[src/rtl/rpd_pkg.sv]
// Shared types and constants of the ring-LWE decryption core.
// No dependencies; imported by every module of the core.
package rpd_pkg;

	localparam int COEF_BITS  = 50;
	localparam int MAX_DEGREE = 1024;
	localparam int ADDR_W     = $clog2(MAX_DEGREE);
	localparam int CNT_W      = ADDR_W + 1;
	localparam int INDEX_W    = 10;
	localparam int DEG_W      = 11;
	localparam int KEY_W      = 2;
	// |acc| < MAX_DEGREE * 2 * 2^COEF_BITS + 2^COEF_BITS, plus sign
	localparam int ACC_W      = COEF_BITS + ADDR_W + 3;
	localparam int RED_CNT_W  = $clog2(ACC_W);

	// request packing
	localparam int IN_IDX_LSB = 0;
	localparam int IN_C0_LSB  = IN_IDX_LSB + INDEX_W;
	localparam int IN_C1_LSB  = IN_C0_LSB + COEF_BITS;
	localparam int IN_KEY_LSB = IN_C1_LSB + COEF_BITS;
	localparam int S_TDATA_W  = ((IN_KEY_LSB + KEY_W + 7) / 8) * 8;

	localparam int OUT_IDX_LSB = 0;
	localparam int OUT_VAL_LSB = OUT_IDX_LSB + INDEX_W;
	localparam int M_TDATA_W   = ((OUT_VAL_LSB + COEF_BITS + 7) / 8) * 8;

	// configuration port
	localparam int CFG_IDX_W  = 1;
	localparam int CFG_DATA_W = COEF_BITS;
	localparam logic [CFG_IDX_W-1:0] REG_MODULUS = 1'b0;
	localparam logic [CFG_IDX_W-1:0] REG_DEGREE  = 1'b1;
	localparam logic [COEF_BITS-1:0] MODULUS_RST = {COEF_BITS{1'b1}};
	localparam logic [DEG_W-1:0]     DEGREE_RST  = DEG_W'(MAX_DEGREE);

	// request kinds
	localparam logic OP_LOAD = 1'b0;
	localparam logic OP_READ = 1'b1;

	// ternary key codes (10b counts as -2)
	localparam logic [KEY_W-1:0] KEY_ZERO = 2'b00;
	localparam logic [KEY_W-1:0] KEY_POS1 = 2'b01;
	localparam logic [KEY_W-1:0] KEY_NEG2 = 2'b10;
	localparam logic [KEY_W-1:0] KEY_NEG1 = 2'b11;

	typedef struct packed {
		logic load;
		logic start;
		logic step;
		logic red_start;
		logic emit;
	} rpd_cmd_t;

	typedef struct packed {
		logic idx_ok;
		logic walk_last;
		logic red_done;
		logic out_free;
	} rpd_stat_t;

endpackage

[src/rtl/rpd_ctrl.sv]
// Controller state machine: accepts requests, sequences walk, reduction and output.
// Depends on rpd_pkg.
module rpd_ctrl import rpd_pkg::*; (
	input  logic      clk,
	input  logic      arst_n,
	input  logic      s_tvalid,
	input  logic      s_tuser,
	output logic      s_tready,
	input  rpd_stat_t stat,
	output rpd_cmd_t  cmd
);

	typedef enum logic [5:0] {
		ST_IDLE   = 6'b000001,
		ST_WALK   = 6'b000010,
		ST_DRAIN  = 6'b000100,
		ST_RSTART = 6'b001000,
		ST_REDUCE = 6'b010000,
		ST_OUT    = 6'b100000
	} rpd_state_t;

	rpd_state_t state_q;
	rpd_state_t state_nxt;
	logic       accept;

	assign s_tready = state_q == ST_IDLE;
	assign accept   = s_tvalid && s_tready;

	always_comb begin
		state_nxt = state_q;
		cmd       = '0;
		case (state_q)
			ST_IDLE: begin
				cmd.load  = accept && s_tuser == OP_LOAD;
				cmd.start = accept && s_tuser == OP_READ && stat.idx_ok;
				if (cmd.start)
					state_nxt = ST_WALK;
			end
			ST_WALK: begin
				cmd.step = 1'b1;
				if (stat.walk_last)
					state_nxt = ST_DRAIN;
			end
			ST_DRAIN: begin
				state_nxt = ST_RSTART;
			end
			ST_RSTART: begin
				cmd.red_start = 1'b1;
				state_nxt     = ST_REDUCE;
			end
			ST_REDUCE: begin
				if (stat.red_done)
					state_nxt = ST_OUT;
			end
			ST_OUT: begin
				cmd.emit = stat.out_free;
				if (stat.out_free)
					state_nxt = ST_IDLE;
			end
			default: begin
				state_nxt = ST_IDLE;
			end
		endcase
	end

	always_ff @(posedge clk or negedge arst_n) begin
		if (!arst_n)
			state_q <= ST_IDLE;
		else
			state_q <= state_nxt;
	end

endmodule

[config.mk]
export PLATFORM = sky130hd
export DESIGN_NAME = rpd_ctrl
export DESIGN_NICKNAME = d
export VERILOG_FILES = /design/src/rtl/rpd_pkg.sv /design/src/rtl/rpd_ctrl.sv
export SDC_FILE = /design/constraint.sdc
export NUM_CORES = 1
export LEC_CHECK = 0
export BUFFER_PORTS_ARGS = -buffer_cell sky130_fd_sc_hd__buf_2
export CELL_PAD_IN_SITES_DETAIL_PLACEMENT = 1
export CELL_PAD_IN_SITES_GLOBAL_PLACEMENT = 2
export CORE_MARGIN = 2
export CORE_UTILIZATION = 25
export DETAILED_ROUTE_END_ITERATION = 10
export PLACE_DENSITY_LB_ADDON = 0.1
export SLEW_MARGIN = 20
export SYNTH_ARGS = -nofsm -noshare
export SYNTH_HDL_FRONTEND = slang
export SYNTH_SLANG_ARGS = --single-unit
[constraint.sdc]
create_clock -name clk -period 1.7 [get_ports clk]
set_input_delay 0.17 -clock clk [delete_from_list [all_inputs] [get_ports clk]]
set_output_delay 0.17 -clock clk [all_outputs]
set_load 0.02 [all_outputs]
### Yosys cells after proc, flatten, opt, wreduce, memory -nomap -nowiden

Cells that the tools add are included.
W data, S select, Z words.

| storage, ports and cells | value |
|---|---|
| register bits | 6 |
| input port bits | 8 |
| output and inout bits | 6 |

| cells by class | value |
|---|---|
| equal/unequal tests | 10 |
| muxes and demuxes | 9 |
| bitwise operators | 1 |
| reduce and logical (&&, ||, !) cells | 5 |

Operators with widths:

| operator | count |
|---|---|
| $pmux W6 S6 | 1 |
| $mux W6 | 4 |
| $eq A6 B1 Y1 const B | 1 |
| $eq A6 B2 Y1 const B | 1 |
| $eq A6 B3 Y1 const B | 1 |
| $eq A6 B4 Y1 const B | 1 |
| $eq A6 B5 Y1 const B | 1 |
| $eq A6 B6 Y1 const B | 1 |
| $ne A2 B2 Y1 const B | 3 |
| $logic_and A1 B1 Y1 | 4 |
| $reduce_and A4 Y1 | 1 |
| $mux W1 | 3 |
| $mux W2 | 1 |
| $ne A2 B1 Y1 const B | 1 |
| $not A1 Y1 | 1 |

### Logic depth before layout (Yosys ltp)

| depth | value |
|---|---|
| depth in word-level cells | 6 |
| depth in mapped cells | 5 |

### Least setup slack after synthesis

No wires, ideal clock.

| timing | value |
|---|---|
| kind | register to output |
| from | register state_q[2] |
| to | output port cmd[4] (netlist name) |
| arrival | 1407 ps |
| required time | 1530 ps |
| path slack | 123 ps |
| stages on the path, launching flop included | 4 |
| path through | dfrtp_1 nor4_1 nand2_1 nor3b_1 |

RTL lines:

| what | line | source |
|---|---|---|
| start: declaration | rpd_ctrl.sv:22 | `rpd_state_t state_q;` |
| start signal: assignment | rpd_ctrl.sv:70 | `state_q <= state_nxt;` |
| end: declaration | rpd_ctrl.sv:10 | `output rpd_cmd_t cmd` |

==> out/results.txt <==
The clock net in this run drives a total of 6 sinks. The total cell area at the placement stage is 450.4 um2. After synthesis, the netlist uses 24 different library cells. In this run, the combinational gates consume 40.3% of the power. In this run, placement finished with an instance count of 67. For this run, the post-layout net count is 70. In the final layout, the registers with the most flip-flops are state_q (6).

The overall die area came out at 0.001822 mm2. The count of buffers added on input and output ports is 13. The number of rows in the core area is 13, and the share of cells above drive strength 1 is 57.38%. The tools report the data arrival time at the worst-slack endpoint as 1.49 ns.

Total track usage: 14.06%. Timing analysis after detailed placement gives a worst setup slack of 0.1012 ns. TritonCTS built the clock tree. Setup-violating endpoint count in the final report: 0. The logs give 0.001350 mm2 for the placeable core region and 40 for the gate count after technology mapping. The netlist area before placement is 374.1 um2, and the number of detailed-routing iterations run before antenna repair is 4. The later pin in the worst-skew pair is clocked with a latency of 0.25 ns. The relative max-transition margin was 74.11%; the routed length per placed instance was 14.66 um. The run gives 48 as the post-synthesis net count. The total overflow left after global routing is 0. For the finished layout, the period the worst path requires is 1.660 ns. For this run, the number of Yosys warnings is 0. Final-report hold violation count: 0. The clock passes through at most 2 buffers. The number of buffers added by the clock tree synthesis step was 3; the final setup slack of the worst path was 0.04041 ns.

The final route contains 383 vias. The run gives 412 as the via count of the first global-routing pass. In this run the worst hold path is classified as primary input to flop.

After filler insertion, the fill cell instance count of the layout stands at 173. Detailed router's first-iteration violation count: 1. The register with the most flip-flops in the layout has 6 of them. The largest fanout on the critical path was 5.

In this design, the stage delay of the slowest critical-path cell is 0.54 ns. Library cell contributing the largest single delay on the critical path: sky130_fd_sc_hd__or4_4. 0 antenna diodes ended up in the layout. With fillers left out, the area of the finished cells amounts to 555.5 um2. The signal on the critical path passes through or4_4 > nor2b_4 > buf_6.

Setup repair after global routing could not meet its margin everywhere. The design draws 0.5627 mW. Entering global routing, the biggest net connects 7 pins. For the net switching power figure, the log shows 0.2058 mW.

The die is 42.69 um wide. The sum of net half-perimeters after detailed placement is 890.7 um, and the synthesized area per cell is 9.353 um2. The H-tree depth is 1, and the post-layout instance count excluding filler cells is 76. The vertical extent of the die works out to 42.69 um. Counting flops and latches in the post-synthesis netlist gives 6. The combined area of the multi-input logic cells was 232.7 um2. The worst setup path is captured at a primary output.

The critical path is of the flop to primary output type. The category of the worst setup path launch point was a flop. Wire length of the first global-routing pass: 1849 um. The run gives 0.3649 mV as the largest voltage drop on the vdd net. The net switching fraction of the power was 36.57%. The flow ran to the end, and the final reports show no timing, DRC or antenna violations. In the routed design, unresolved DRC markers number 0. Using the TritonRoute via totals, the vias-per-cell ratio works out to 5.039. Registers take 156.4 um2.

Of the total power, the clock network draws 25.4%. The logs give 0.7006 for the final weighted congestion of routability-driven global placement and 0.3569 mW for the internal portion of total power. For the routed wire length, the log shows 1114 um. The most used flip-flop cell after synthesis was sky130_fd_sc_hd__dfrtp_1. For this design the ratio of total power to cell area is 1013 mW/mm2. For the share of the yosys chip area belonging to registers, the log shows 40.47%. The data required time at the worst endpoint is 1.53 ns.

The run gives 34.3% as the register share of total power. The run gives 0.004486 ns as the worst setup skew after layout. Register containing the most flip-flops in the final layout: state_q. The share of synthesized flip-flops with an asynchronous set or reset was 100.0%; the effective utilization at floorplan was 27.71%.

The synthesized design contains 0 enable-type register cells. The run gives 14 as the number of I/O pins. For the pin with the worst max-slew slack, the measured transition is 0.3848 ns.

The static power due to leakage was 0.2724 nW. The run gives 0 as the final number of max-transition violations. The cell at the root of the clock tree is sky130_fd_sc_hd__clkbuf_4. Reported max-cap violation count: 0. The residual antenna-violating net count after detailed routing is 0. The logs give 0 ns for the sum of negative setup slack and 0 for the initial antenna violation count. The clock slew at the register clock pins of the worst setup and hold paths works out to 0.05 ns. The top achievable clock speed is 602.6 MHz, and the area growth from synthesis to final layout is 48.49%.

Of the available clock period, the critical path in the final layout requires 97.62%.
[placed cells by master, fill, tap and decap left out, types with 2 or more instances in the layout]
| master | instances |
|---|---|
| sky130_fd_sc_hd__inv_1 | 2 |
| sky130_fd_sc_hd__and2b_2 | 2 |
| sky130_fd_sc_hd__buf_2 | 11 |
| sky130_fd_sc_hd__o21ai_0 | 2 |
| sky130_fd_sc_hd__buf_4 | 5 |
| sky130_fd_sc_hd__clkbuf_4 | 3 |
| sky130_fd_sc_hd__nor2b_1 | 3 |
| sky130_fd_sc_hd__nor2_1 | 4 |
| sky130_fd_sc_hd__nand2_1 | 2 |
| sky130_fd_sc_hd__dfrtp_2 | 4 |
[layout make-up]
type / instances / share of cell area (%)
inverters: 2 / 1.351
multi-input cells: 31 / 41.89
clock buffers: 4 / 4.730
flip-flops and latches: 6 / 28.15
well taps: 15 / 3.378
repair buffers: 18 / 20.50
[stage by stage]
step,utilization (%),hold WS (ns)
after floorplan,-,-0.1256
after global placement,33.36,-0.003143
after detailed placement,33.36,-0.001015
after CTS,39.76,0.1761
after global routing,41.15,0.1859
final,41.15,0.1820
[what timing repair did]
| item | CTS | global route |
|---|---|---|
| hold endpoints to repair | 6 | 0 |
| gates resized for setup | 7 | 5 |
| setup endpoints to repair | 5 | 2 |
| buffers inserted | 3 | 1 |
| pin swaps | 2 | 3 |
| hold buffers | 1 | 0 |
| gates cloned | 0 | 0 |
[power groups by stage]
stage / clock network, mW / registers [mW] / logic (mW)
finish: 0.143 / 0.193 / 0.227
global route: 0.160 / 0.198 / 0.247
CTS: 0.152 / 0.192 / 0.218
detailed placement: 0 / 0.193 / 0.204
global placement: 0 / 0.194 / 0.193
floorplan: 0 / 0.187 / 0.147
[kinds of logic (layout without fill, tap and decap cells)]
| family | count (synthesis) | count (layout) | share of synthesized area [%] |
|---|---|---|---|
| buf+inv | 3 | 24 | 4.015 |
| flops | 6 | 6 | 40.47 |
| compound gates | 7 | 7 | 13.71 |
| simple gates | 24 | 24 | 41.80 |
[Yosys cell counts, types with 2 or more instances]
cell type                 n  share of area, %
sky130_fd_sc_hd__nand2_1  3               3.0
sky130_fd_sc_hd__dfrtp_1  5                33
sky130_fd_sc_hd__nor2_1   4               4.0
sky130_fd_sc_hd__nor4_1   2               3.3
sky130_fd_sc_hd__inv_1    2               2.0
sky130_fd_sc_hd__o21ai_0  2               2.7
sky130_fd_sc_hd__and2b_2  2               4.7
sky130_fd_sc_hd__nor2b_1  4               6.7
[worst paths after layout]
check	slack, ns	cells after the start	startpoint	endpoint
max	0.04	3	state_q[4]	cmd[1]
min	0.18	2	stat[2]	state_q[1]
max reg2reg	0.21	5	state_q[2]	state_q[5]
min reg2reg	0.65	2	state_q[3]	state_q[3]
max in group asynchronous	1.18	2	arst_n	state_q[0]
min in group asynchronous	0.30	2	arst_n	state_q[4]
[worst max-delay path: cells and delay by family (launching register included)]
| family | cells | cell delay (ns) |
|---|---|---|
| buffers and inverters | 1 | 0.12 |
| flip-flops | 1 | 0.44 |
| AND/OR/NAND/NOR | 2 | 0.67 |
[metal layers]
metal	share of wire [%]	up-vias	wire [um]	global-route usage, %
met4	2.1	0	23	9.375
met2	53	10	589	24.85
li1	-	189	-	-
met1	41	182	457	14.88
met5	0	-	0	0
met3	3.9	2	44	2.553
(Power assumes the default switching activity.)
